File: config.mk
export PLATFORM = sky130hd
export DESIGN_NAME = vna_outq
export DESIGN_NICKNAME = d
export VERILOG_FILES = /design/src/hdl/vna_pkg.sv /design/src/hdl/vna_outq.sv
export SDC_FILE = /design/constraint.sdc
export NUM_CORES = 1
export LEC_CHECK = 0
export ABC_AREA = 1
export ABC_CLOCK_PERIOD_IN_PS = 7700
export BUFFER_PORTS_ARGS = -buffer_cell sky130_fd_sc_hd__buf_2
export CORE_UTILIZATION = 30
export DETAILED_ROUTE_END_ITERATION = 6
export GPL_TIMING_DRIVEN = 1
export PLACE_DENSITY = 0.47
export SLEW_MARGIN = 20
export SYNTH_ARGS = -nofsm -noshare
export SYNTH_HDL_FRONTEND = slang
export SYNTH_SLANG_ARGS = --single-unit
File: constraint.sdc
create_clock -name clk -period 7.7 [get_ports clk]
set_input_delay 1.54 -clock clk [delete_from_list [all_inputs] [get_ports clk]]
set_output_delay 1.54 -clock clk [all_outputs]
set_load 0.005 [all_outputs]
File: src/hdl/vna_pkg.sv
// ----------------------------------------------------------------------------
// vna_pkg
// Shared types and constants of the vertex normal accumulator: transaction
// structs, command and operation codes, fixed-point widths.
// ----------------------------------------------------------------------------
package vna_pkg;

	// field widths
	localparam int IDX_W      = 10;
	localparam int COORD_W    = 20;
	localparam int DIFF_W     = COORD_W + 1;
	localparam int PROD_W     = 2 * DIFF_W;
	localparam int CROSS_W    = PROD_W + 1;
	localparam int SUM_W      = 52;
	localparam int NRM_W      = 16;

	// normalize unit widths
	localparam int FRAC_SHIFT = 14;
	localparam int MAG_LIM_W  = 30;

	// saturation bounds of an accumulator component
	localparam logic [SUM_W-1:0] SUM_MAX = {1'b0, {(SUM_W-1){1'b1}}};
	localparam logic [SUM_W-1:0] SUM_MIN = {1'b1, {(SUM_W-1){1'b0}}};

	// input commands
	localparam logic [1:0] CMD_STORE = 2'd0;
	localparam logic [1:0] CMD_TRI   = 2'd1;
	localparam logic [1:0] CMD_READ  = 2'd2;
	localparam logic [1:0] CMD_CLEAR = 2'd3;

	// classified operations passed from front to back
	localparam logic [2:0] OP_STORE    = 3'd0;
	localparam logic [2:0] OP_TRI      = 3'd1;
	localparam logic [2:0] OP_READ     = 3'd2;
	localparam logic [2:0] OP_READ_OOR = 3'd3;
	localparam logic [2:0] OP_CLEAR    = 3'd4;

	typedef struct packed {
		logic [1:0]                cmd;
		logic [IDX_W-1:0]          index_a;
		logic [IDX_W-1:0]          index_b;
		logic [IDX_W-1:0]          index_c;
		logic signed [COORD_W-1:0] coord_x;
		logic signed [COORD_W-1:0] coord_y;
		logic signed [COORD_W-1:0] coord_z;
	} in_t;

	typedef struct packed {
		logic signed [NRM_W-1:0] normal_x;
		logic signed [NRM_W-1:0] normal_y;
		logic signed [NRM_W-1:0] normal_z;
		logic                    normal_ok;
		logic                    saturated;
	} out_t;

	typedef struct packed {
		logic [2:0]                kind;
		logic [IDX_W-1:0]          idx_a;
		logic [IDX_W-1:0]          idx_b;
		logic [IDX_W-1:0]          idx_c;
		logic signed [COORD_W-1:0] x;
		logic signed [COORD_W-1:0] y;
		logic signed [COORD_W-1:0] z;
	} op_t;

	typedef struct packed {
		logic signed [SUM_W-1:0] x;
		logic signed [SUM_W-1:0] y;
		logic signed [SUM_W-1:0] z;
	} vec_t;

	typedef struct packed {
		logic signed [NRM_W-1:0] x;
		logic signed [NRM_W-1:0] y;
		logic signed [NRM_W-1:0] z;
		logic                    ok;
	} unit_t;

	typedef struct packed {
		logic touched;
		logic sat;
		vec_t sum;
	} acc_t;

	typedef struct packed {
		logic signed [COORD_W-1:0] x;
		logic signed [COORD_W-1:0] y;
		logic signed [COORD_W-1:0] z;
	} pos_t;

endpackage

File: src/hdl/vna_outq.sv
// ----------------------------------------------------------------------------
// vna_outq
// Two-entry result queue between the back end and the result port.
// ----------------------------------------------------------------------------
module vna_outq (
	input  logic          clk,
	input  logic          arst_n,
	input  logic          wr,
	input  vna_pkg::out_t din,
	output logic          busy_full,
	input  logic          pop,
	output logic          empty,
	output vna_pkg::out_t dout
);
	import vna_pkg::*;

	localparam int QD    = 2;
	localparam int PTR_W = $clog2(QD);

	out_t             q_q [QD];
	logic [PTR_W-1:0] wr_q;
	logic [PTR_W-1:0] rd_q;
	logic [PTR_W:0]   cnt_q;
	logic             deq;

	assign busy_full = cnt_q == (PTR_W+1)'(QD);
	assign empty     = cnt_q == '0;
	assign deq       = pop && !empty;
	assign dout      = q_q[rd_q];

	// pointers and fill level
	always_ff @(posedge clk or negedge arst_n) begin
		if (!arst_n) begin
			wr_q  <= '0;
			rd_q  <= '0;
			cnt_q <= '0;
		end else begin
			if (wr) wr_q <= wr_q + 1'b1;
			if (deq) rd_q <= rd_q + 1'b1;
			if (wr && !deq) cnt_q <= cnt_q + 1'b1;
			else if (!wr && deq) cnt_q <= cnt_q - 1'b1;
		end
	end

	always_ff @(posedge clk) begin
		if (wr) q_q[wr_q] <= din;
	end

endmodule

Word-level counts from Yosys, hierarchy flattened

Memories as Yosys holds them, arrays and structs flattened.
Index checks and enable logic that the tools add are counted.

Flip-flop bits (word level): 4
RAM bits: 100
Input port bits: 54
Output and inout bits: 52
Logic and storage cells: 21
Memories: 1

Add/sub/neg operators: 4
Equal/unequal tests: 1
Mux-type cells: 4
Reductions and logical operators: 8

Memory list:

| name | depth | width | read ports | clocked after Yosys merged registers in | write ports | line           | source |
|---|---|---|---|---|---|---|---|
| q_q  | 2     | 50    | 1          | 0                                       | 1           | vna_outq.sv:20 | `out_t q_q [QD];` |

Operator list:

| cell                                              | number |
|---|---|
| two-way mux 2 bit                                 | 2 |
| logical AND 1 bit                                 | 3 |
| zero test 1 bit                                   | 3 |
| adder 1 bit (second input constant)               | 2 |
| adder 2 x 1 -> 2 bit (second input constant)      | 1 |
| equality test 2 bit (second input constant)       | 1 |
| zero test 2 bit                                   | 1 |
| two-way mux 1 bit                                 | 2 |
| nonzero test 2 bit                                | 1 |
| subtractor 2 x 1 -> 2 bit (second input constant) | 1 |

Logic depth before layout (Yosys ltp)

Depth after elaboration: 6
Mapped depth: 7
Depth with buffers taken out: 7

Least setup slack after synthesis

No wires, ideal clock.

Kind: input to register
Start: input port wr
End: memory q_q[0][0] (netlist name) (enable)
Library setup time: 459 ps
Arrival time: 3680 ps
Required time: 7241 ps
Slack: 3561 ps
Stages on the path: 2
Path buffers: 0
Path through: inv_1 > nor2_1

Cells in the longest elaborated chain, start to end: 2

Ends and longest elaborated chain:

| what                                    | line           | source |
|---|---|---|
| start, declared                         | vna_outq.sv:8  | `input logic wr,` |
| two-way mux 1 bit                       | vna_outq.sv:46 | `if (wr) q_q[wr_q] <= din;` |
| two-way mux 1 bit (implied by the code) | vna_outq.sv:46 |  |
| end, declared                           | vna_outq.sv:20 |  |

No other way between the ends.

==> metrics.txt <==
Layout fillers=between 1,000 and 1,500; Initial DRT Pass Iterations=5; WHS=about 0.54 ns; Hold Crit Start=cnt_q[1]; yosys warns=0; DIE WIDTH=between 100 and 150 um; Worst Reg-to-Reg Cells=2; power density cells=between 300 and 400 nW/um2; Reg clk slew, reported paths=approximately 0.070 ns; CTS Buf Count=9; clock net sink count=between 100 and 150; H-Tree Depth=3; P_int=0.00117 W; CP Launch Type=flop; nets=~450; Yosys reg bits=104; final WL=~7400 um; Non-Filler Instances=573; CTS Buffer Depth=2; Post-Syn Nets=344; wire per inst=around 13 um; Syn Inst Count=roughly 290; Placed Instances=between 500 and 600; power share of the clock group=between 20% and 30%; synthesized area per cell=~13 um2; CTS root buf=clkbuf_16; Net Sw Power=0.000532 W; register area=around 3100 um2; Tmin final=approximately 3.3 ns; largest fanout on the critical path=52; Seq/Total Area, Yosys=79.6%; vias in the first global route=2,235; I/O Buffers=around 110; FP Rows=41; total number of vias=between 2,000 and 2,500; sw frac=a little under a third; Critical Setup Path Class=reg -> out; Hold Crit Class=reg -> reg; RR Startpoint=wr_q; initial antenna violation count=1; Hold EP=cnt_q[1]; Slew @ Worst Pin=roughly 0.72 ns; GR Overflow Total=0; CP Data Arrival Time=~1.8 ns; GRT Overall Usage=between 10% and 20%; Post-CTS Resized=0; multi-input logic area=about 660 um2; status=finished, final reports clean; First DRT Iteration DRCs=77; Reg2Reg Setup Slack=between 6 and 7 ns; Die Area=13,500 um2; period utilisation layout=between 40% and 50%; clock latency on the worst-skew pair=0.33 ns; Synth Cell Area=around 4000 um2; clock skew=just under 0.006 ns; final setup fails=0; Die Span Y=roughly 120 um; Antenna diodes=0; CTS Hold Buffers Added=0; Rel. slew slack=52.2%; Worst Hold Path Cells=2; Detail Route Antenna Nets=0; CTS tree=done; Fin. Hold Viols=0; Fmax=0.301 GHz; CP endpoint kind=output pin; peak supply drop=around 0.17 mV; max_cap viols=0; r2r endpoint=q_q[0][16]; Power Total=around 0.0017 W; area of the core=between 10,000 and 15,000 um2; post-layout util=about two fifths; leak pwr=2.08 nW; Slew Limit Fails=0; RSZ-0062 raised after global routing=false; largest net degree at the start of global routing=53; combinational fraction of design power=26.0%; Setup TNS=0 ns; count of cell types in the netlist=16; first-pass GRT wire length=around 11,000 um; via/cell ratio=between 4 and 5; CP required=6.16 ns; DR DRC count=0; Starting Density=a little under a third; post-CTS setup buffer count=0; Flop pwr share=about half; post-DP HPWL=4360 um; gp weighted congestion=around 0.7; area delta synth->final=24.3%; I/O pin count=106; layout cells sized above 1=between 30% and 40%
==> cell families after synthesis <==
group	count (synthesis)	synth area share, %
xor+xnor	2	0.449
fa+ha+maj	1	0.321
flops	104	79.6
compound gates	1	0.128
simple gates	163	15.9
buf+inv	18	3.66
==> metrics by stage <==
stage / worst slack (ns) / instance area [um2]
2_1_floorplan: 3.56 / 3900
3_3_place_gp: 4.35 / 4560
3_5_place_dp: 4.33 / 4560
4_1_cts: 3.96 / 4840
5_1_grt: 4.20 / 4850
6_report: 4.37 / 4850
==> Yosys cell counts <==
cell / number / area (um2)
buf_8: 1 / 15.0
nor2_1: 3 / 11.3
dfrtp_1: 4 / 100
buf_4: 5 / 37.5
edfxtp_1: 100 / 3000
ha_1: 1 / 12.5
o21ai_1: 1 / 5.00
inv_1: 6 / 22.5
nand4_1: 1 / 6.26
nand3b_1: 1 / 7.51
nand3_1: 1 / 5.00
xor2_1: 1 / 8.76
inv_8: 1 / 11.3
nand2_1: 157 / 589
xnor2_1: 1 / 8.76
buf_6: 5 / 56.3
==> worst max-delay path, cell delays in order (launching register included) <==
cell,delay (ns)
dfrtp_4,0.85
inv_8,0.26
nand2_1,0.12
nand2_1,0.08
buf_2,0.13
==> cell type report <==
cell class              instances  share of cell area [%]
flip-flops and latches        104                    64.1
multi-input cells             167                    13.7
repair buffers                107                    11.2
clock buffers                  14                    5.65
well taps                     172                    4.44
inverters                       7                   0.697
clock inverters                 2                   0.310
==> layer usage <==
layer / up-vias / global-route usage (%) / wire length, um
met4: 0 / 4.44 / 129
met2: 81 / 18.8 / 3480
met5: - / 0 / 0
li1: 1177 / - / -
met1: 1077 / 12.7 / 3190
met3: 12 / 5.49 / 632
==> power groups by stage <==
stage	Combinational, W	Sequential (W)	Clock [W]
final	0.000443	0.000833	0.000430
after global routing	0.000516	0.000847	0.000464
after CTS	0.000463	0.000834	0.000443
after detailed placement	0.000461	0.000845	0
after global placement	0.000458	0.000844	0
after floorplan	0.000318	0.000794	0
==> registers in the layout (all words and copies together), names as in the netlist <==
signal and count:
rd_q 1, cnt_q 2, q_q 100, wr_q 1
==> worst max path at each step <==
stage | start | to | slack (ns) | cells after the start
3_5_place_dp | rd_q | dout[17] | 4.33 | 4
5_1_grt | rd_q | dout[17] | 4.20 | 4
4_1_cts | rd_q | dout[17] | 3.96 | 4
2_1_floorplan | wr | q_q[0][0] | 3.56 | 2
3_3_place_gp | rd_q | dout[17] | 4.35 | 4
6_report | rd_q | dout[17] | 4.37 | 4
==> placed cells by master, fill, tap and decap left out <==
cell / instances
nand4_1: 1
xnor2_1: 1
nand3_1: 1
nor2_4: 1
dfrtp_4: 1
o21ai_1: 1
nand3b_1: 1
edfxtp_1: 100
buf_2: 105
xor2_1: 1
clkinvlp_4: 2
nor2_1: 2
ha_1: 1
clkbuf_8: 3
inv_1: 5
nand2_1: 157
clkbuf_16: 9
dfrtp_1: 3
inv_2: 1
inv_8: 1
buf_4: 2
clkbuf_1: 2
(Power assumes the default switching activity.)
