==> src/hdl/vna_pkg.sv <==
// ----------------------------------------------------------------------------
// vna_pkg
// Shared types and constants of the vertex normal accumulator: transaction
// structs, command and operation codes, fixed-point widths.
// ----------------------------------------------------------------------------
package vna_pkg;

	// field widths
	localparam int IDX_W      = 10;
	localparam int COORD_W    = 20;
	localparam int DIFF_W     = COORD_W + 1;
	localparam int PROD_W     = 2 * DIFF_W;
	localparam int CROSS_W    = PROD_W + 1;
	localparam int SUM_W      = 52;
	localparam int NRM_W      = 16;

	// normalize unit widths
	localparam int FRAC_SHIFT = 14;
	localparam int MAG_LIM_W  = 30;

	// saturation bounds of an accumulator component
	localparam logic [SUM_W-1:0] SUM_MAX = {1'b0, {(SUM_W-1){1'b1}}};
	localparam logic [SUM_W-1:0] SUM_MIN = {1'b1, {(SUM_W-1){1'b0}}};

	// input commands
	localparam logic [1:0] CMD_STORE = 2'd0;
	localparam logic [1:0] CMD_TRI   = 2'd1;
	localparam logic [1:0] CMD_READ  = 2'd2;
	localparam logic [1:0] CMD_CLEAR = 2'd3;

	// classified operations passed from front to back
	localparam logic [2:0] OP_STORE    = 3'd0;
	localparam logic [2:0] OP_TRI      = 3'd1;
	localparam logic [2:0] OP_READ     = 3'd2;
	localparam logic [2:0] OP_READ_OOR = 3'd3;
	localparam logic [2:0] OP_CLEAR    = 3'd4;

	typedef struct packed {
		logic [1:0]                cmd;
		logic [IDX_W-1:0]          index_a;
		logic [IDX_W-1:0]          index_b;
		logic [IDX_W-1:0]          index_c;
		logic signed [COORD_W-1:0] coord_x;
		logic signed [COORD_W-1:0] coord_y;
		logic signed [COORD_W-1:0] coord_z;
	} in_t;

	typedef struct packed {
		logic signed [NRM_W-1:0] normal_x;
		logic signed [NRM_W-1:0] normal_y;
		logic signed [NRM_W-1:0] normal_z;
		logic                    normal_ok;
		logic                    saturated;
	} out_t;

	typedef struct packed {
		logic [2:0]                kind;
		logic [IDX_W-1:0]          idx_a;
		logic [IDX_W-1:0]          idx_b;
		logic [IDX_W-1:0]          idx_c;
		logic signed [COORD_W-1:0] x;
		logic signed [COORD_W-1:0] y;
		logic signed [COORD_W-1:0] z;
	} op_t;

	typedef struct packed {
		logic signed [SUM_W-1:0] x;
		logic signed [SUM_W-1:0] y;
		logic signed [SUM_W-1:0] z;
	} vec_t;

	typedef struct packed {
		logic signed [NRM_W-1:0] x;
		logic signed [NRM_W-1:0] y;
		logic signed [NRM_W-1:0] z;
		logic                    ok;
	} unit_t;

	typedef struct packed {
		logic touched;
		logic sat;
		vec_t sum;
	} acc_t;

	typedef struct packed {
		logic signed [COORD_W-1:0] x;
		logic signed [COORD_W-1:0] y;
		logic signed [COORD_W-1:0] z;
	} pos_t;

endpackage

==> src/hdl/vna_norm.sv <==
// ----------------------------------------------------------------------------
// vna_norm
// Iterative normalize unit: turns a 52-bit vector into a Q1.14 unit vector
// by a scaling shift, a sum of squares, a bitwise square root and three
// restoring divisions.
// ----------------------------------------------------------------------------
module vna_norm (
	input  logic            clk,
	input  logic            arst_n,
	input  logic            start,
	input  vna_pkg::vec_t   vec,
	output logic            busy,
	output logic            done,
	output vna_pkg::unit_t  res
);
	import vna_pkg::*;

	localparam logic [2:0] N_IDLE  = 3'd0;
	localparam logic [2:0] N_SHIFT = 3'd1;
	localparam logic [2:0] N_SQ    = 3'd2;
	localparam logic [2:0] N_SQRT  = 3'd3;
	localparam logic [2:0] N_DINIT = 3'd4;
	localparam logic [2:0] N_DIV   = 3'd5;
	localparam logic [2:0] N_DONE  = 3'd6;

	localparam int SQ_W   = 2 * MAG_LIM_W;
	localparam int RAD_W  = SQ_W + 2;
	localparam int ROOT_W = MAG_LIM_W + 1;
	localparam int NUM_W  = MAG_LIM_W + FRAC_SHIFT + 1;
	localparam int QUO_W  = FRAC_SHIFT + 1;
	localparam int IT_W   = $clog2(QUO_W);

	logic [2:0]             state_q;
	logic [1:0]             comp_q;
	logic [IT_W-1:0]        it_q;
	logic [SUM_W-1:0]       mag_q [3];
	logic                   neg_q [3];
	logic [SQ_W-1:0]        sq_q;
	logic [RAD_W-1:0]       n_q;
	logic [RAD_W-1:0]       root_q;
	logic [RAD_W-1:0]       bit_q;
	logic [NUM_W-1:0]       rem_q;
	logic [NUM_W-1:0]       dv_q;
	logic [QUO_W-1:0]       quo_q;
	unit_t                  res_q;

	logic                   all_zero;
	logic                   big;
	logic [MAG_LIM_W-1:0]   cur_mag;
	logic                   cur_neg;
	logic [RAD_W:0]         trial;
	logic                   ge;
	logic [QUO_W-1:0]       quo_nx;
	logic [NRM_W-1:0]       comp_val;
	logic [ROOT_W-1:0]      root;

	function automatic logic [SUM_W-1:0] mag(logic [SUM_W-1:0] v);
		return v[SUM_W-1] ? (~v + 1'b1) : v;
	endfunction

	// per-cycle helpers
	always_comb begin
		all_zero = (mag_q[0] == '0) && (mag_q[1] == '0) && (mag_q[2] == '0);
		big      = (|mag_q[0][SUM_W-1:MAG_LIM_W]) || (|mag_q[1][SUM_W-1:MAG_LIM_W])
			|| (|mag_q[2][SUM_W-1:MAG_LIM_W]);
		unique case (comp_q)
			2'd0: begin
				cur_mag = mag_q[0][MAG_LIM_W-1:0];
				cur_neg = neg_q[0];
			end
			2'd1: begin
				cur_mag = mag_q[1][MAG_LIM_W-1:0];
				cur_neg = neg_q[1];
			end
			default: begin
				cur_mag = mag_q[2][MAG_LIM_W-1:0];
				cur_neg = neg_q[2];
			end
		endcase
		trial    = {1'b0, root_q} + {1'b0, bit_q};
		root     = root_q[ROOT_W-1:0];
		ge       = rem_q >= dv_q;
		quo_nx   = {quo_q[QUO_W-2:0], ge};
		comp_val = cur_neg ? (~NRM_W'(quo_nx) + 1'b1) : NRM_W'(quo_nx);
	end

	// control
	always_ff @(posedge clk or negedge arst_n) begin
		if (!arst_n) begin
			state_q <= N_IDLE;
			comp_q  <= '0;
			it_q    <= '0;
		end else begin
			unique case (state_q)
				N_IDLE: begin
					if (start) state_q <= N_SHIFT;
				end
				N_SHIFT: begin
					if (all_zero) begin
						state_q <= N_DONE;
					end else if (!big) begin
						comp_q  <= '0;
						state_q <= N_SQ;
					end
				end
				N_SQ: begin
					if (comp_q == 2'd3) begin
						state_q <= N_SQRT;
					end
					comp_q <= comp_q + 1'b1;
				end
				N_SQRT: begin
					if (bit_q == RAD_W'(1)) begin
						comp_q  <= '0;
						state_q <= N_DINIT;
					end
				end
				N_DINIT: begin
					it_q    <= '0;
					state_q <= N_DIV;
				end
				N_DIV: begin
					it_q <= it_q + 1'b1;
					if (it_q == IT_W'(QUO_W-1)) begin
						if (comp_q == 2'd2) begin
							state_q <= N_DONE;
						end else begin
							comp_q  <= comp_q + 1'b1;
							state_q <= N_DINIT;
						end
					end
				end
				N_DONE: begin
					state_q <= N_IDLE;
				end
				default: begin
					state_q <= N_IDLE;
				end
			endcase
		end
	end

	// datapath
	always_ff @(posedge clk) begin
		unique case (state_q)
			N_IDLE: begin
				if (start) begin
					mag_q[0] <= mag(vec.x);
					mag_q[1] <= mag(vec.y);
					mag_q[2] <= mag(vec.z);
					neg_q[0] <= vec.x[SUM_W-1];
					neg_q[1] <= vec.y[SUM_W-1];
					neg_q[2] <= vec.z[SUM_W-1];
				end
			end
			N_SHIFT: begin
				n_q <= '0;
				if (all_zero) begin
					res_q <= '0;
				end else if (big) begin
					mag_q[0] <= mag_q[0] >> 1;
					mag_q[1] <= mag_q[1] >> 1;
					mag_q[2] <= mag_q[2] >> 1;
				end
			end
			N_SQ: begin
				// one square a cycle, summed in the next cycle
				sq_q <= cur_mag * cur_mag;
				if (comp_q != 2'd0) n_q <= n_q + RAD_W'(sq_q);
				root_q <= '0;
				bit_q  <= RAD_W'(1) << (RAD_W - 2);
			end
			N_SQRT: begin
				// one result bit a cycle
				if ({1'b0, n_q} >= trial) begin
					n_q    <= n_q - trial[RAD_W-1:0];
					root_q <= (root_q >> 1) + bit_q;
				end else begin
					root_q <= root_q >> 1;
				end
				bit_q <= bit_q >> 2;
			end
			N_DINIT: begin
				// rounded numerator and divisor aligned to the top quotient bit
				rem_q <= {1'b0, cur_mag, {FRAC_SHIFT{1'b0}}} + NUM_W'(root >> 1);
				dv_q  <= {root, {FRAC_SHIFT{1'b0}}};
				quo_q <= '0;
			end
			N_DIV: begin
				if (ge) rem_q <= rem_q - dv_q;
				dv_q  <= dv_q >> 1;
				quo_q <= quo_nx;
				if (it_q == IT_W'(QUO_W-1)) begin
					unique case (comp_q)
						2'd0:    res_q.x <= comp_val;
						2'd1:    res_q.y <= comp_val;
						default: res_q.z <= comp_val;
					endcase
					res_q.ok <= 1'b1;
				end
			end
			default: begin
			end
		endcase
	end

	assign busy = state_q != N_IDLE;
	assign done = state_q == N_DONE;
	assign res  = res_q;

endmodule

==> config.mk <==
export PLATFORM = sky130hd
export DESIGN_NAME = vna_norm
export DESIGN_NICKNAME = d
export VERILOG_FILES = /design/src/hdl/vna_pkg.sv /design/src/hdl/vna_norm.sv
export SDC_FILE = /design/constraint.sdc
export NUM_CORES = 2
export LEC_CHECK = 0
export ABC_AREA = 1
export BUFFER_PORTS_ARGS = -buffer_cell sky130_fd_sc_hd__buf_2
export CORE_MARGIN = 3
export CORE_UTILIZATION = 50
export DETAILED_ROUTE_END_ITERATION = 10
export HOLD_SLACK_MARGIN = 0.03
export PLACE_DENSITY_LB_ADDON = 0.25
export SYNTH_ARGS = -nofsm -noshare
export SYNTH_HDL_FRONTEND = slang
export SYNTH_SLANG_ARGS = --single-unit
==> constraint.sdc <==
create_clock -name clk -period 34 [get_ports clk]
set_clock_uncertainty 0.2 [all_clocks]
set_input_delay 6.8 -clock clk [delete_from_list [all_inputs] [get_ports clk]]
set_output_delay 6.8 -clock clk [all_outputs]
set_load 0.01 [all_outputs]
* Word-level counts from Yosys, hierarchy flattened
Memories as Yosys holds them, arrays and structs flattened.
Index checks and enable logic that the tools add are counted.
** Storage, ports and cells
- Register bits :: 408
- Bits in writable memories :: 159
- Output and inout port bits :: 51
- Memories :: 2
** Cells by class
- Add/subtract/negate cells :: 12
- Multiply operators :: 1
- $lt $le $gt $ge :: 2
- Eq/ne operators :: 26
- Mux-type cells :: 47
- Bitwise logic cells :: 7
- Reduce and logical (&&, ||, !) cells :: 28
** Memory list
- mag_q :: words 3, bits a word 52, rd ports 3, clocked after Yosys merged registers in 0, wr ports 3, line vna_norm.sv:36 : logic [SUM_W-1:0] mag_q [3];
- neg_q :: words 3, bits a word 1, rd ports 3, clocked after Yosys merged registers in 0, wr ports 3, line vna_norm.sv:37 : logic neg_q [3];
** Operators by type and width (number)
- $mux 52 :: 6
- $pmux 62 s2 :: 2
- $mux 62 :: 3
- $pmux 62 s3 :: 1
- $pmux 45 s2 :: 2
- $add 52x1->52 const B :: 3
- $logic_not 52->1 :: 3
- $not 52->52 :: 3
- $mux 49 :: 2
- $pmux 49 s2 :: 1
- $reduce_or 22->1 :: 3
- $mux 16 :: 4
- $add 62x62->63 :: 1
- $ge 62x63->1 :: 1
- $add 61x62->62 :: 1
- $add 62x60->62 :: 1
- $eq 62x1->1 const B :: 1
- $sub 62x62->62 :: 1
- $mul 30x30->60 :: 1
- $pmux 30 s2 :: 1
- $add 44x30->45 :: 1
- $ge 45x45->1 :: 1
- $mux 45 :: 1
- $sub 45x45->45 :: 1
- 35 further kinds :: 78

* Depth between registers and ports, before layout
An unclocked memory read counts as a cell.
- Depth after elaboration :: 9
- Depth in mapped cells :: 41
- Gate-level depth less buffers :: 37

* Worst setup path before layout
Ideal clock, no wire load.
- Path kind :: input to register
- Start point :: input port start
- End point :: memory mag_q[0][0], enable pin
- Library setup time :: 0.887 ns
- Arrival time :: 17.719 ns
- Slack :: 15.193 ns
- Cell stages on the path :: 2
- Path buffers :: 0
- Path through :: inv_1 o21ai_0
** RTL lines
- start, declared :: line vna_norm.sv:10 : input logic start,
- end, declared :: line vna_norm.sv:36

* Worst setup path after layout
- Start point :: register comp_q[0]
- End point :: register sq_q[51] (data pin)
** On the way
- Word-level cells in the longest chain between the ends :: 3
** Ends and longest elaborated chain
- start, declared :: line vna_norm.sv:34 : logic [1:0] comp_q;
- start signal, assigned :: line vna_norm.sv:110 : comp_q <= comp_q + 1'b1;
- start signal, assigned :: line vna_norm.sv:128 : comp_q <= comp_q + 1'b1;
- $eq 2x1->1 / $logic_not 2->1 (equally long branches) :: line vna_norm.sv:66 : unique case (comp_q)
- $pmux 30 s2 * :: line vna_norm.sv:66
- $mul 30x30->60 * :: line vna_norm.sv:168 : sq_q <= cur_mag * cur_mag;
- end signal, assigned :: line vna_norm.sv:168
- end, declared :: line vna_norm.sv:38 : logic [SQ_W-1:0] sq_q;
Every way passes the cells marked *; elsewhere a longest branch is shown, timed or not.
A chain may end at the register's enable or synchronous reset.

==> impl_metrics.yaml <==
outcome:
  status: "finished clean"
yosys:
  synth-warning-count: 0
  yosysSeqAreaShare: 0.2223
  synth.area.top_cells: "edfxtp_1 (22%), fa_1 (20%), inv_1 (11%)"
  synth_top_area_share: 0.2192
  yosys.area.top_type: "edfxtp_1"
  syn_area_um2: 72060
  synthFlopType: "edfxtp_1"
  syn_nets: 11060
  synth_common_cells: "inv_1 (2077), nand2_1 (2050), nor2_1 (929)"
  synth-edff-count: 526
  synth_cell_types: 55
  synth_cells: 9682
  synth_most_common_cell: "inv_1"
  synth_area_per_cell_um2: 7.443
  ys_ff_latch: 535
  synth-async-reset-ratio: 0.01682
worst_setup_path:
  critPathLaunchType: "flip-flop"
  r2r-end: "sq_q[51]$_DFFE_PP_"
  rr_startpoint: "comp_q[0]$_DFFE_PN0P_"
  crit_required_ns: 34.23
  cp-endpoint: "sq_q[51]$_DFFE_PP_"
  cp_slowest_cell: "a21oi_1"
  worstSetupPathType: "reg -> reg"
  cp_max_fo: 26
  critPathMaxStageDelay_ns: 0.90
  worst-path-stages: 35
  r2r_slack_ns: 23.42
  cp.buffers_inverters: 12
  crit_path_start: "comp_q[0]$_DFFE_PN0P_"
  cp.arrival_ns: 10.81
  reg2reg_depth: 35
  cpMostUsedCell: "inv_1"
  path_delay_family: "adder cells"
  cp-end-kind: "flip-flop"
floorplan:
  io-pin-count: 210
  die_y_um: 385.6
  die_x_um: 385.6
  start_util: 0.5065
  core_area_um2: 142300
  design.die.area_um2: 148700
  std_cell_rows: 138
placement:
  port_buffers: 209
  dpl_cell_area_um2: 75180
  gp_congestion: 1.004
  hpwlAfterDp_um: 199600
final_layout:
  multi_input_area_um2: 47430
  fin_area_um2: 77630
  nets: 11150
  syn_to_final_growth_pct: 7.727
  fillers: 13800
  antenna_cells: 0
  regArea_um2: 16020
  drive_gt1_frac: 0.04838
sta:
  slew_violations: 0
  worstMarginPinSlew_ns: 1.161
  hold_violations: 0
  totalNegativeSetupSlack_ns: 0
  fin_crit_sh: 0.3111
  period_needed_ns: 10.58
  setup_viol: 0
  slew_headroom: 0.2257
  max_freq_mhz: 94.54
  rsz0062_at_grt: "no"
clock_network:
  cts.path.max_buffers: 3
  postCtsSetupRepairBufs: 0
  cts-htree-levels: 3
  clock_sinks: 535
  cts.clk_slew.worst_paths_ns: 0.06
  cts_buffers: 71
  cts-resized-gates: 0
  cts_tree: "done"
  cts-root-buf: "clkbuf_16"
  clk_latency_ns: 0.71
  cts_hold_buf: 0
global_routing:
  grt_pass1_wl_um: 378600
  first_global_vias: 65470
  track_usage: 0.3307
  grt_overflow_total: 0
  grt_max_degree: 98
  antenna_found_initial: 8
routing:
  drt-initial-drc-count: 5651
  wl_per_cell_um: 20.99
  ant_nets: 0
  via_per_inst: 5.569
  drcViolationCount: 0
  dr.pass1.iters: 8
  vias: 65320
  wl_um: 246200
hold_path:
  hold_path.class: "reg -> reg"
power:
  p_leak_nw: 37.95
  power_density_nw_per_um2: 20.55
  ir_drop_v: 0.00004262
job:
  drv_cap: 0
==> worst min-delay path by stage <==
stage                                  startpoint  cells after the start                 endpoint  slack [ns]
after global routing      mag_q[0][134]$_DFFE_PP_                      2  mag_q[0][133]$_DFFE_PP_        0.37
after floorplan             comp_q[1]$_DFFE_PN0P_                      2    comp_q[1]$_DFFE_PN0P_        0.29
final                      mag_q[0][99]$_DFFE_PP_                      2   mag_q[0][98]$_DFFE_PP_        0.35
after detailed placement   mag_q[0][30]$_DFFE_PP_                      2   mag_q[0][29]$_DFFE_PP_        0.34
after CTS                 mag_q[0][140]$_DFFE_PP_                      2  mag_q[0][139]$_DFFE_PP_        0.35
after global placement      comp_q[1]$_DFFE_PN0P_                      2    comp_q[1]$_DFFE_PN0P_        0.31
==> per-stage QoR <==
stage          utilization  setup WS [ns]  instances  hold WS (ns)  power (W)
5_1_grt             0.5456          23.17      11730        0.3718   0.001640
4_1_cts             0.5456          23.47      11730        0.3532   0.001609
6_report            0.5456          23.42      11730        0.3513   0.001596
2_1_floorplan            -          15.19       9682        0.2917  0.0007809
3_5_place_dp        0.5284          23.54      11600        0.3360  0.0008105
3_3_place_gp        0.5284          23.62      11600        0.3125  0.0008095
==> worst reg2reg max path: cells and delay by family (launching register included) <==
family	cells	cell delay [ns]
AND/OR/NAND/NOR	5	0.57
flip-flops	1	0.42
adder cells (fa/ha/maj)	10	4.61
AO/OA/AOI/OAI	8	2.05
buffers and inverters	12	2.44
==> routing by layer <==
metal	vias up	track usage	routed length, um	share of wire
li1	30920	-	-	-
met1	31280	0.4417	103700	0.42
met2	2634	0.5476	114700	0.47
met3	482	0.04960	18420	0.075
met4	2	0.1154	9360	0.038
met5	-	0	13	0.000053
==> placed cells by master (no fill, tap or decap), types with 24 or more instances in the layout <==
| master | instances |
|---|---|
| a21o_1 | 36 |
| a21oi_1 | 467 |
| a31oi_1 | 77 |
| buf_2 | 209 |
| buf_4 | 60 |
| clkbuf_16 | 71 |
| edfxtp_1 | 526 |
| fa_1 | 702 |
| ha_1 | 512 |
| inv_1 | 2073 |
| nand2_1 | 2048 |
| nand3_1 | 406 |
| nand4_1 | 165 |
| nor2_1 | 926 |
| nor3_1 | 107 |
| nor4_1 | 84 |
| o21a_1 | 30 |
| o21ai_0 | 609 |
| o21ai_1 | 26 |
| o21bai_1 | 64 |
| o22ai_1 | 24 |
| or2_2 | 25 |
| xnor2_1 | 105 |
| xor2_1 | 233 |
==> sequential cells by signal (all words and copies together), names as in the netlist <==
signal   count
sq_q        59
res         49
comp_q       2
n_q         62
mag_q      156
it_q         4
bit_q       31
root_q      62
rem_q       45
neg_q        3
state_q      3
quo_q       14
dv_q        45
==> area by class of cell <==
| class | count | share of cell area |
|---|---|---|
| Clock buffer | 83 | 0.02398 |
| Sequential cell | 535 | 0.2064 |
| Multi-Input combinational cell | 6808 | 0.6110 |
| Timing Repair Buffer | 269 | 0.01928 |
| Clock inverter | 48 | 0.007527 |
| Inverter | 2096 | 0.1014 |
| Tap cell | 1890 | 0.03046 |
==> logic make-up after synthesis <==
| kind of cell | synth area share |
|---|---|
| simple gates | 0.2214 |
| compound gates | 0.1083 |
| flops | 0.2223 |
| fa+ha+maj | 0.2839 |
| buf+inv | 0.1229 |
| xor+xnor | 0.04108 |
==> where the power goes <==
part           internal [W]  switching (W)
clock              0.000455       0.000343
combinational     0.0000255      0.0000502
sequential         0.000721              0
total               0.00120       0.000393
Note: power is estimated with default switching activity, not from simulation.
