$ cat config.mk
export PLATFORM = sky130hd
export DESIGN_NAME = vna_front
export DESIGN_NICKNAME = d
export VERILOG_FILES = /design/src/hdl/vna_pkg.sv /design/src/hdl/vna_front.sv
export SDC_FILE = /design/constraint.sdc
export NUM_CORES = 1
export LEC_CHECK = 0
export BUFFER_PORTS_ARGS = -buffer_cell sky130_fd_sc_hd__buf_4
export CORE_MARGIN = 8
export CORE_UTILIZATION = 40
export CTS_CLUSTER_SIZE = 10
export DETAILED_ROUTE_END_ITERATION = 7
export GPL_TIMING_DRIVEN = 0
export PLACE_DENSITY = 0.66
export SYNTH_ARGS = -nofsm -noshare
export SYNTH_HDL_FRONTEND = slang
export SYNTH_SLANG_ARGS = --single-unit
$ cat constraint.sdc
create_clock -name clk -period 5 [get_ports clk]
set_input_delay 0.5 -clock clk [delete_from_list [all_inputs] [get_ports clk]]
set_output_delay 0.5 -clock clk [all_outputs]
set_load 0.02 [all_outputs]
$ cat src/hdl/vna_pkg.sv
// ----------------------------------------------------------------------------
// vna_pkg
// Shared types and constants of the vertex normal accumulator: transaction
// structs, command and operation codes, fixed-point widths.
// ----------------------------------------------------------------------------
package vna_pkg;

	// field widths
	localparam int IDX_W      = 10;
	localparam int COORD_W    = 20;
	localparam int DIFF_W     = COORD_W + 1;
	localparam int PROD_W     = 2 * DIFF_W;
	localparam int CROSS_W    = PROD_W + 1;
	localparam int SUM_W      = 52;
	localparam int NRM_W      = 16;

	// normalize unit widths
	localparam int FRAC_SHIFT = 14;
	localparam int MAG_LIM_W  = 30;

	// saturation bounds of an accumulator component
	localparam logic [SUM_W-1:0] SUM_MAX = {1'b0, {(SUM_W-1){1'b1}}};
	localparam logic [SUM_W-1:0] SUM_MIN = {1'b1, {(SUM_W-1){1'b0}}};

	// input commands
	localparam logic [1:0] CMD_STORE = 2'd0;
	localparam logic [1:0] CMD_TRI   = 2'd1;
	localparam logic [1:0] CMD_READ  = 2'd2;
	localparam logic [1:0] CMD_CLEAR = 2'd3;

	// classified operations passed from front to back
	localparam logic [2:0] OP_STORE    = 3'd0;
	localparam logic [2:0] OP_TRI      = 3'd1;
	localparam logic [2:0] OP_READ     = 3'd2;
	localparam logic [2:0] OP_READ_OOR = 3'd3;
	localparam logic [2:0] OP_CLEAR    = 3'd4;

	typedef struct packed {
		logic [1:0]                cmd;
		logic [IDX_W-1:0]          index_a;
		logic [IDX_W-1:0]          index_b;
		logic [IDX_W-1:0]          index_c;
		logic signed [COORD_W-1:0] coord_x;
		logic signed [COORD_W-1:0] coord_y;
		logic signed [COORD_W-1:0] coord_z;
	} in_t;

	typedef struct packed {
		logic signed [NRM_W-1:0] normal_x;
		logic signed [NRM_W-1:0] normal_y;
		logic signed [NRM_W-1:0] normal_z;
		logic                    normal_ok;
		logic                    saturated;
	} out_t;

	typedef struct packed {
		logic [2:0]                kind;
		logic [IDX_W-1:0]          idx_a;
		logic [IDX_W-1:0]          idx_b;
		logic [IDX_W-1:0]          idx_c;
		logic signed [COORD_W-1:0] x;
		logic signed [COORD_W-1:0] y;
		logic signed [COORD_W-1:0] z;
	} op_t;

	typedef struct packed {
		logic signed [SUM_W-1:0] x;
		logic signed [SUM_W-1:0] y;
		logic signed [SUM_W-1:0] z;
	} vec_t;

	typedef struct packed {
		logic signed [NRM_W-1:0] x;
		logic signed [NRM_W-1:0] y;
		logic signed [NRM_W-1:0] z;
		logic                    ok;
	} unit_t;

	typedef struct packed {
		logic touched;
		logic sat;
		vec_t sum;
	} acc_t;

	typedef struct packed {
		logic signed [COORD_W-1:0] x;
		logic signed [COORD_W-1:0] y;
		logic signed [COORD_W-1:0] z;
	} pos_t;

endpackage

$ cat src/hdl/vna_front.sv
// ----------------------------------------------------------------------------
// vna_front
// Accepts input transactions, checks indexes against the vertex count,
// turns each kept command into an operation and queues it for the back end.
// ----------------------------------------------------------------------------
module vna_front #(
	parameter int VERTEX_SLOTS = 1024
) (
	input  logic           clk,
	input  logic           arst_n,
	input  logic           push,
	input  vna_pkg::in_t   item,
	output logic           full,
	input  logic           hold,
	output logic           op_valid,
	output vna_pkg::op_t   op,
	input  logic           op_pop
);
	import vna_pkg::*;

	localparam int QD    = 2;
	localparam int PTR_W = $clog2(QD);

	op_t              q_q [QD];
	logic [PTR_W-1:0] wr_q;
	logic [PTR_W-1:0] rd_q;
	logic [PTR_W:0]   cnt_q;
	logic             accept;
	logic             keep;
	logic             enq;
	op_t              cls;

	function automatic logic in_range(logic [IDX_W-1:0] i);
		return 32'(i) < VERTEX_SLOTS;
	endfunction

	// classify the command, drop stores and triangles that name a missing vertex
	always_comb begin
		cls.idx_a = item.index_a;
		cls.idx_b = item.index_b;
		cls.idx_c = item.index_c;
		cls.x     = item.coord_x;
		cls.y     = item.coord_y;
		cls.z     = item.coord_z;
		cls.kind  = OP_CLEAR;
		keep      = 1'b1;
		unique case (item.cmd)
			CMD_STORE: begin
				cls.kind = OP_STORE;
				keep     = in_range(item.index_a);
			end
			CMD_TRI: begin
				cls.kind = OP_TRI;
				keep     = in_range(item.index_a) && in_range(item.index_b)
					&& in_range(item.index_c);
			end
			CMD_READ: begin
				cls.kind = in_range(item.index_a) ? OP_READ : OP_READ_OOR;
			end
			default: begin
				cls.kind = OP_CLEAR;
			end
		endcase
	end

	// operation queue
	assign full     = hold || (cnt_q == (PTR_W+1)'(QD));
	assign accept   = push && !full;
	assign enq      = accept && keep;
	assign op_valid = cnt_q != '0;
	assign op       = q_q[rd_q];

	always_ff @(posedge clk or negedge arst_n) begin
		if (!arst_n) begin
			wr_q  <= '0;
			rd_q  <= '0;
			cnt_q <= '0;
		end else begin
			if (enq) wr_q <= wr_q + 1'b1;
			if (op_pop) rd_q <= rd_q + 1'b1;
			if (enq && !op_pop) cnt_q <= cnt_q + 1'b1;
			else if (!enq && op_pop) cnt_q <= cnt_q - 1'b1;
		end
	end

	always_ff @(posedge clk) begin
		if (enq) q_q[wr_q] <= cls;
	end

endmodule

## Yosys cells after proc, flatten, opt, wreduce, memory -nomap -nowiden

Memory sizes are Yosys's and may differ from the RTL's.
Index checks and enable logic that the tools add are counted.

- Register bits: 4
- Input bits: 97
- Output and inout port bits: 95
- RAM bits: 186
- Memories kept: 1
- Logic and storage cells: 26

Memory list:

| name | words | bits a word | rd ports | clocked after memory_dff | write ports | line | source |
|---|---|---|---|---|---|---|---|
| q_q | 2 | 93 | 1 | 0 | 1 | vna_front.sv:24 | `op_t q_q [QD];` |

- Equality and inequality tests: 3
- Multiplexer cells: 5
- Add/sub/neg operators: 4
- Reduce and logical (&&, ||, !) cells: 10

Operators with widths:

| cell | number |
|---|---|
| $pmux W3 S3 | 1 |
| $eq A2 B2 Y1 const B | 2 |
| $mux W2 | 2 |
| $reduce_bool A2 Y1 | 2 |
| $logic_and A1 B1 Y1 | 3 |
| $logic_not A1 Y1 | 3 |
| $add A1 B1 Y1 const B | 2 |
| $add A2 B1 Y2 const B | 1 |
| $eq A2 B1 Y1 const B | 1 |
| $logic_not A2 Y1 | 1 |
| $mux W1 | 2 |
| $sub A2 B1 Y2 const B | 1 |
| $logic_or A1 B1 Y1 | 1 |

## Longest topological paths before layout

Gate-level depths: netlist of the first run.

- Depth after elaboration: 8
- Mapped depth: 7
- Gate-level depth less buffers: 7

## Worst setup path before layout of the first run

No wires, ideal clock.

- Path kind: input -> register
- From: in hold
- To: mem q_q[0][0] in the netlist's numbering, enable pin
- Arrival: 4.590 ns
- Stages: 2
- Data required time: 4.454 ns
- Library setup time: 0.546 ns
- Setup slack: -0.136 ns
- Path buffers: 0
- Cell sequence: nand3b_1 > nor2_1

- Cells in the longest elaborated chain, start to end: 5

RTL lines:

| item | line | source |
|---|---|---|
| from (decl) | vna_front.sv:14 | `input logic hold,` |
| $logic_or A1 B1 Y1 | vna_front.sv:67 | `assign full = hold \|\| (cnt_q == (PTR_W+1)'(QD));` |
| $logic_not A1 Y1 | vna_front.sv:68 | `assign accept = push && !full;` |
| $logic_and A1 B1 Y1 | vna_front.sv:68 |  |
| $mux W1 | vna_front.sv:87 | `if (enq) q_q[wr_q] <= cls;` |
| $mux W1 (implied by the code) | vna_front.sv:87 |  |
| to (decl) | vna_front.sv:24 |  |

Every way passes these cells.

==> results of run 1 <==
[stage by stage]
step | worst slack (ps) | util | power, mW
after floorplan | 1422 | - | 3.090
after global placement | 27.07 | 0.5061 | 3.749
after detailed placement | 2650 | 0.5105 | 3.775
after CTS | 2656 | 0.5444 | 5.085
after global routing | 2605 | 0.5444 | 5.233
final | 2743 | 0.5444 | 5.005
[routing by layer]
| metal | track usage | up-vias | share of wire |
|---|---|---|---|
| met3 | 0.04922 | 9 | 0.064 |
| met1 | 0.1464 | 1738 | 0.41 |
| met2 | 0.2165 | 115 | 0.52 |
| met4 | 0.04437 | 0 | 0.010 |
| li1 | - | 1652 | - |
| met5 | 0 | - | 0 |
[final cells by class]
cell class              instances  area share
plain buffers                  10    0.009668
inverters                       2   0.0008057
well taps                     225     0.03021
multi-input cells             109      0.1258
repair buffers                195      0.1622
flip-flops and latches        190      0.6102
clock inverters                14     0.01504
clock buffers                  18     0.04606
[placed cells by master (no fill, tap or decap), drive strengths merged, types with 2 or more instances in the layout]
master | Yosys | final
and2 | 2 | 2
xor2 | 3 | 3
nor2 | 2 | 2
nor2b | 2 | 2
xnor2 | 2 | 2
edfxtp | 186 | 186
mux2 | 93 | 93
clkbuf | 0 | 18
dfrtp | 4 | 4
nand2b | 2 | 2
inv | 2 | 6
clkinv | 0 | 7
bufinv | 0 | 2
buf | 10 | 204
[worst max-delay path, cell delays in order (launching register included)]
cell and delay, ps:
dfrtp_1 390, buf_4 250, buf_6 180, mux2_2 350, buf_4 160
[flip-flops by register name (all words and copies together) (netlist names)]
| name | flops |
|---|---|
| cnt_q | 2 |
| q_q | 186 |
| rd_q | 1 |
| wr_q | 1 |
[kinds of logic after synthesis]
| family | Yosys count |
|---|---|
| DFF | 190 |
| adders and majority gates | 1 |
| xor gates and xnor gates | 5 |
| buffers and inverters | 12 |
| and+or+nand+nor | 10 |
| muxes | 93 |
[worst paths after layout]
path                          start         end  slack (ps)  cells past startpoint
setup / recovery               rd_q       op[8]        2740                      4
hold / removal             item[39]  q_q[1][39]         260                      1
setup reg to reg           cnt_q[0]  q_q[0][79]        2810                      4
hold reg to reg            cnt_q[1]    cnt_q[1]         500                      1
max in group asynchronous    arst_n        rd_q        4460                      2
min in group asynchronous    arst_n        wr_q         440                      2
[where the power goes]
part	leakage (nW)	switching [mW]	internal (mW)
clock network	0.279	0.561	0.738
registers	1.75	0.0525	1.98
logic	1.43	0.883	0.790
total	3.46	1.50	3.51
==> flow_summary.toml, run 1 <==
[cts]
cts.clk_slew.worst_paths_ps = 70
clock-sinks = 190
cts_made_buffers = 17
holdBufCountCts = 1
cts_tree = "done"
postCtsSetupRepairBufs = 0
clockRootBuffer = "clkbuf_16"
clk_path_buf_depth = 2
htreeDepth = 4
cts.repair.resized = 0
worstSkewPairLatency_ps = 410

[sta]
relSlewSlack = 0.3252
tightestPinTransition_ps = 1010
min_period_over_period = 0.4515
hold_viol = 0
fin_tns_setup_ps = 0
rsz0062_at_grt = "false"
fmax_ghz = 0.4430
finClkSkew_ps = 6.508
setup_viol = 0
finalHoldWorstSlack_ps = 264.6
drv_slew = 0
final.min_clock_period_ps = 2258

[placement]
globalplace.congestion = 0.7316
place_area_um2 = 8738
io_buffer_count = 191
dp_hpwl_um = 9961
dp.cells = 730

[detailed_routing]
ant_nets = 0
drt-pass1-iter-count = 4
drt-wirelength-per-cell_um = 18.30
vias = 3514
first_iter_violations = 145
wl_um = 13960
vias_per_cell = 4.606
drcViolationCount = 0

[grt]
grt_pass1_vias = 3888
grt_max_degree = 50
grt_antenna_before_repair = 0
grt-ovfl-total = 0
grt_use_total = 0.1282
grt_first_pass_wirelength_um = 21450

[power]
power_density_nw_per_um2 = 537.1
vdd_ir_drop_max_v = 0.0002687
p_leak_nw = 3.460

[floorplanning]
core_area_um2 = 17120
die_x_um = 147.8
die_h_um = 147.8
floorplan.initialDensity = 0.4058
ios = 192
num_rows = 48
fp.dieArea_um2 = 21840

[layout]
nNetsFinal = 623
multiInputGateArea_um2 = 1172
filler_cell_count = 1387
fin_area_um2 = 9318
area_growth_pct = 34.16
drive_gt1_frac = 0.6097
diodes = 0
regArea_um2 = 5685
stdcell_count = 763

[hold_path]
hp-class = "primary input to register"

[logic_synthesis]
synthArstFlopShare = 0.02105
synthXorXnorAreaFrac = 0.006305
ys_seq_area_frac = 0.8186
ys_types = 16
synthSimpleGateAreaFrac = 0.008467
synth_top_family_by_area = "multiplexers"
synth_top_cell_by_area = "edfxtp_1"
syn_area_um2 = 6945
yosysTopAreaCellShare = 0.8042
ys_warn_count = 0
synth_compound_area_frac = 0
synth_edf_count = 186
synth_fa_ha_area_frac = 0.001801
netlist_top_cells_count = "edfxtp_1, mux2_2, buf_6"
synth.avg_cell_area_um2 = 22.33
synth.net_count = 409
synthMuxAreaShare = 0.1508
yosys-top-cells-area = "edfxtp_1, mux2_2, dfrtp_1, buf_6, xor2_1"
ys_seq_elements = 190
ys.flop_type = "edfxtp_1"
netlist_instances = 311
synth.most_common_cell = "edfxtp_1"

[worst_setup_path]
critPathMaxFanout = 10
end_kind = "primary output"
cp.required_ps = 4500
critPathKind = "register to primary output"
startpoint_type = "register"
arrival_ps = 1760

[status]
status = "completed"

[flow_run]
drv_cap = 0
Note: power is estimated with default switching activity, not from simulation.
==> run 2, diff against run 1 <==
==> constraint.sdc (replaced) <==
create_clock -name clk -period 1.9 [get_ports clk]
set_input_delay 0.19 -clock clk [delete_from_list [all_inputs] [get_ports clk]]
set_output_delay 0.19 -clock clk [all_outputs]
set_load 0.02 [all_outputs]
==> flow_summary.toml, run 2 (synthesis results as in run 1) <==
[grt]
grt_antenna_before_repair = 0
grt_pass1_vias = 4517
grt_max_degree = 29
grt-ovfl-total = 0
grt_use_total = 0.1437
grt_first_pass_wirelength_um = 24080

[worst_setup_path]
arrival_ps = 1650
cp_num_buf_inv = 3
cp.required_ps = 1710
cp_slowest_cell = "dfrtp_2"
cp_cell_sequence = "buf_12, buf_6, mux2_2, buf_4"
end_kind = "primary output"
cp_slowest_stage_delay_ps = 410
critPathMaxFanout = 10
startpoint_type = "register"
critPathKind = "register to primary output"
critical-path-top-delay-family = "buffers and inverters"

[placement]
dp_hpwl_um = 9962
io_buffer_count = 191
place_ws_ps = -392.9
globalplace.congestion = 0.6886

[detailed_routing]
drt-wirelength-per-cell_um = 17.82
first_iter_violations = 141
wl_um = 15450
drcViolationCount = 0
vias = 3981
ant_nets = 0
drt-pass1-iter-count = 4
vias_per_cell = 4.592

[cts]
clockRootBuffer = "clkbuf_16"
cts_made_buffers = 17
clk_path_buf_depth = 2
cts.clk_slew.worst_paths_ps = 70
cts_tree = "done"
htreeDepth = 4
worstSkewPairLatency_ps = 420
clock-sinks = 190

[power]
total_power_mw = 13.68
p_leak_nw = 3.927
power_density_nw_per_um2 = 1313
vdd_ir_drop_max_v = 0.0006848

[layout]
layout_commonest_cell = "buf_4"
nNetsFinal = 727
area_growth_pct = 50.04
largest_reg_flops = 186
layout_common_cells = "buf_4, edfxtp_1, mux2_2, dlygate4sd3_1, clkbuf_16"
drive_gt1_frac = 0.5389
diodes = 0
regMostFlops = "q_q"
top_regs = "q_q (186), cnt_q (2)"

[floorplanning]
fp.dieArea_um2 = 21840
num_rows = 48
die_x_um = 147.8
core_area_um2 = 17120
floorplan.initialDensity = 0.4058
ios = 192
die_h_um = 147.8

[sta]
hold_viol = 0
tightestPinTransition_ps = 783.8
drv_slew = 0
setup_viol = 0
finClkSkew_ps = 9.733
fmax_ghz = 0.5443
final.min_clock_period_ps = 1837
relSlewSlack = 0.4769
min_period_over_period = 0.9670
setup_ws_ps = 62.68
rsz0062_at_grt = "true"

[flow_run]
drv_cap = 0

[hold_path]
hp-class = "primary input to register"

[status]
status = "completed"
-- run 2: cell count changes in the layout (fill, tap and decap cells not counted), sizes merged, moves of 2 or more --
| cell | previous run | this run |
|---|---|---|
| dlygate4sd3 | 1 | 92 |
| buf | 204 | 212 |
| and2 | 2 | 4 |
| clkinv | 7 | 5 |
| clkinvlp | 1 | 3 |
-- run 2: report_power, final --
part	internal [mW]	total, mW	switching, mW
sequential	5.21	5.37	0.164
clock	1.96	3.49	1.53
combinational	2.39	4.82	2.43
total	9.55	13.7	4.13
-- run 2: repair_timing --
| action | CTS | global route |
|---|---|---|
| pin swaps | 2 | 1 |
| hold buffers | 92 | 0 |
| gates cloned | 4 | 0 |
| hold endpoints to repair | 185 | 0 |
| setup endpoints to repair | 206 | 110 |
| buffers inserted | 6 | 2 |
| resized for setup | 4 | 5 |
-- run 2: final timing paths --
check,from,endpoint,slack [ps],cells past startpoint
max reg2reg,cnt_q[0],q_q[0][11],140,6
min,item[90],q_q[0][91],70,2
max in group asynchronous,arst_n,rd_q,1670,2
min reg2reg,cnt_q[1],cnt_q[1],510,1
max,rd_q,op[53],60,4
min in group asynchronous,arst_n,cnt_q[1],110,2
-- run 2: stage by stage --
stage | TNS (ps) | cells | instance area (µm²) | utilization | hold WS (ps)
CTS | -139.8 | 865 | 10390 | 0.6071 | 50.92
detailed placement | -33810 | 731 | 8773 | 0.5126 | -8.236
floorplan | -100260 | 311 | 6954 | - | -105.6
finish | 0 | 867 | 10420 | 0.6088 | 73.88
global placement | -235670 | 727 | 8670 | 0.5065 | -12.22
global route | -154.2 | 867 | 10420 | 0.6088 | 45.61
-- run 2: final cells by class --
class,instances,area (µm²)
Clock inverter,15,160.2
Inverter,2,7.507
Sequential cell,190,5687
Tap cell,225,281.5
Fill cell,1250,6695
Clock buffer,17,425.4
Multi-Input combinational cell,112,1194
Timing Repair Buffer,296,2550
Buffer,10,116.4
-- run 2: worst register-to-register path, stage by stage, from the launching register on --
cell and delay (ps):
dfrtp_1 380, nand2b_1 140, nand3b_1 180, buf_4 210, nor2_4 170, buf_16 200, buf_16 190
-- run 2: metal layers --
layer / vias up / track usage / share of wire
li1: 1870 / - / -
met1: 1983 / 0.1522 / 0.38
met2: 116 / 0.2553 / 0.53
met3: 12 / 0.06084 / 0.074
met4: 0 / 0.04284 / 0.0099
met5: - / 0 / 0
==> run 3, diff against run 2 <==
--- a/config.mk
+++ b/config.mk
@@ -10,7 +10,6 @@
 export CORE_UTILIZATION = 40
 export CTS_CLUSTER_SIZE = 10
 export DETAILED_ROUTE_END_ITERATION = 7
-export GPL_TIMING_DRIVEN = 0
 export PLACE_DENSITY = 0.66
 export SYNTH_ARGS = -nofsm -noshare
 export SYNTH_HDL_FRONTEND = slang
==> flow_summary.toml, run 3 (synthesis results as in run 1) <==
[status]
status = "completed"

[placement]
io_buffer_count = 191
dp_hpwl_um = 9567
globalplace.congestion = 0.7046
place_ws_ps = 184.5

[worst_setup_path]
startpoint_type = "register"
critPathMaxFanout = 10
end_kind = "primary output"
critPathKind = "register to primary output"
cp.required_ps = 1710
arrival_ps = 1710

[grt]
grt_antenna_before_repair = 1
grt_max_degree = 61
grt-ovfl-total = 0
grt_first_pass_wirelength_um = 23300
grt_use_total = 0.1396
grt_pass1_vias = 4316

[cts]
clk_path_buf_depth = 2
cts_tree = "done"
clockRootBuffer = "clkbuf_16"
cts_made_buffers = 17
htreeDepth = 4
worstSkewPairLatency_ps = 420
cts.clk_slew.worst_paths_ps = 70
clock-sinks = 190

[detailed_routing]
vias = 4007
first_iter_violations = 184
drcViolationCount = 0
ant_nets = 0
wl_um = 16480
drt-wirelength-per-cell_um = 19.09
drt-pass1-iter-count = 4
vias_per_cell = 4.643

[sta]
drv_slew = 0
finClkSkew_ps = 8.077
setup_viol = 0
final.min_clock_period_ps = 1898
min_period_over_period = 0.9990
setup_ws_ps = 1.872
hold_viol = 0
rsz0062_at_grt = "true"
tightestPinTransition_ps = 357.2
relSlewSlack = 0.7619
fmax_ghz = 0.5268

[layout]
layout_commonest_cell = "edfxtp_1"
largest_reg_flops = 186
regArea_um2 = 5689
drive_gt1_frac = 0.5338
top_regs = "q_q (186), cnt_q (2)"
layout_common_cells = "edfxtp_1, buf_4, dlygate4sd3_1, mux2_2, buf_6"
finish.utilization = 0.6281
area_growth_pct = 54.78
filler_cell_count = 1185
regMostFlops = "q_q"
multiInputGateArea_um2 = 1180
nNetsFinal = 722

[floorplanning]
fp.dieArea_um2 = 21840
die_h_um = 147.8
die_x_um = 147.8
ios = 192
num_rows = 48
core_area_um2 = 17120
floorplan.initialDensity = 0.4058

[power]
vdd_ir_drop_max_v = 0.0006875
power_density_nw_per_um2 = 1369
p_leak_nw = 4.043

[hold_path]
hp-class = "primary input to register"

[flow_run]
drv_cap = 0
-- run 3: path summary, 6_finish.rpt --
check	startpoint	endpoint	slack [ps]	depth (start not counted)
max	rd_q	op[80]	2	4
min	item[91]	q_q[0][90]	70	2
max reg2reg	cnt_q[0]	q_q[1][1]	170	5
min reg2reg	cnt_q[1]	cnt_q[1]	480	1
max in group asynchronous	arst_n	rd_q	1680	2
min in group asynchronous	arst_n	cnt_q[0]	110	2
-- run 3: timing repair --
item,4_1_cts,5_1_grt
setup endpoints to repair,55,76
hold endpoints to repair,185,0
buffers inserted,0,5
hold buffers,92,0
resized for setup,2,67
pin swaps,0,0
cloned,1,9
-- run 3: metrics by stage --
step | TNS, ps | hold WS (ps) | area [µm²] | power (mW) | instances
after floorplan | -100260 | -105.6 | 6954 | 8.111 | 311
after global placement | 0 | -8.275 | 8705 | 9.798 | 723
after detailed placement | 0 | -9.051 | 8705 | 9.849 | 723
after CTS | -1013 | 40.97 | 10270 | 13.76 | 848
after global routing | -1825 | 46.94 | 10750 | 15.30 | 863
final | 0 | 66.42 | 10750 | 14.72 | 863
-- run 3: power by group --
group / switching [mW] / internal, mW / leakage (nW)
sequential: 0.153 / 5.22 / 1.75
combinational: 2.74 / 2.98 / 2.01
clock: 1.53 / 2.09 / 0.289
total: 4.42 / 10.3 / 4.04
-- run 3: critical path, stage by stage, from the launching register on --
cell     delay, ps
dfrtp_4        520
buf_12         160
buf_16         150
mux2_2         290
buf_4          160
-- run 3: layout make-up --
cell class	count	share of cell area
Antenna cell	1	0.0002328
Clock buffer	17	0.03957
Clock inverter	15	0.01723
Inverter	2	0.0006983
Multi-Input combinational cell	109	0.1098
Sequential cell	190	0.5292
Tap cell	225	0.02619
Timing Repair Buffer	304	0.2771
-- run 3: per-layer routing --
| layer | wire length [µm] | up-vias | track usage |
|---|---|---|---|
| met4 | 211 | 0 | 0.05405 |
| met1 | 6681 | 1990 | 0.1599 |
| met2 | 8381 | 141 | 0.2337 |
| li1 | - | 1860 | - |
| met3 | 1204 | 16 | 0.05197 |
| met5 | 0 | - | 0 |
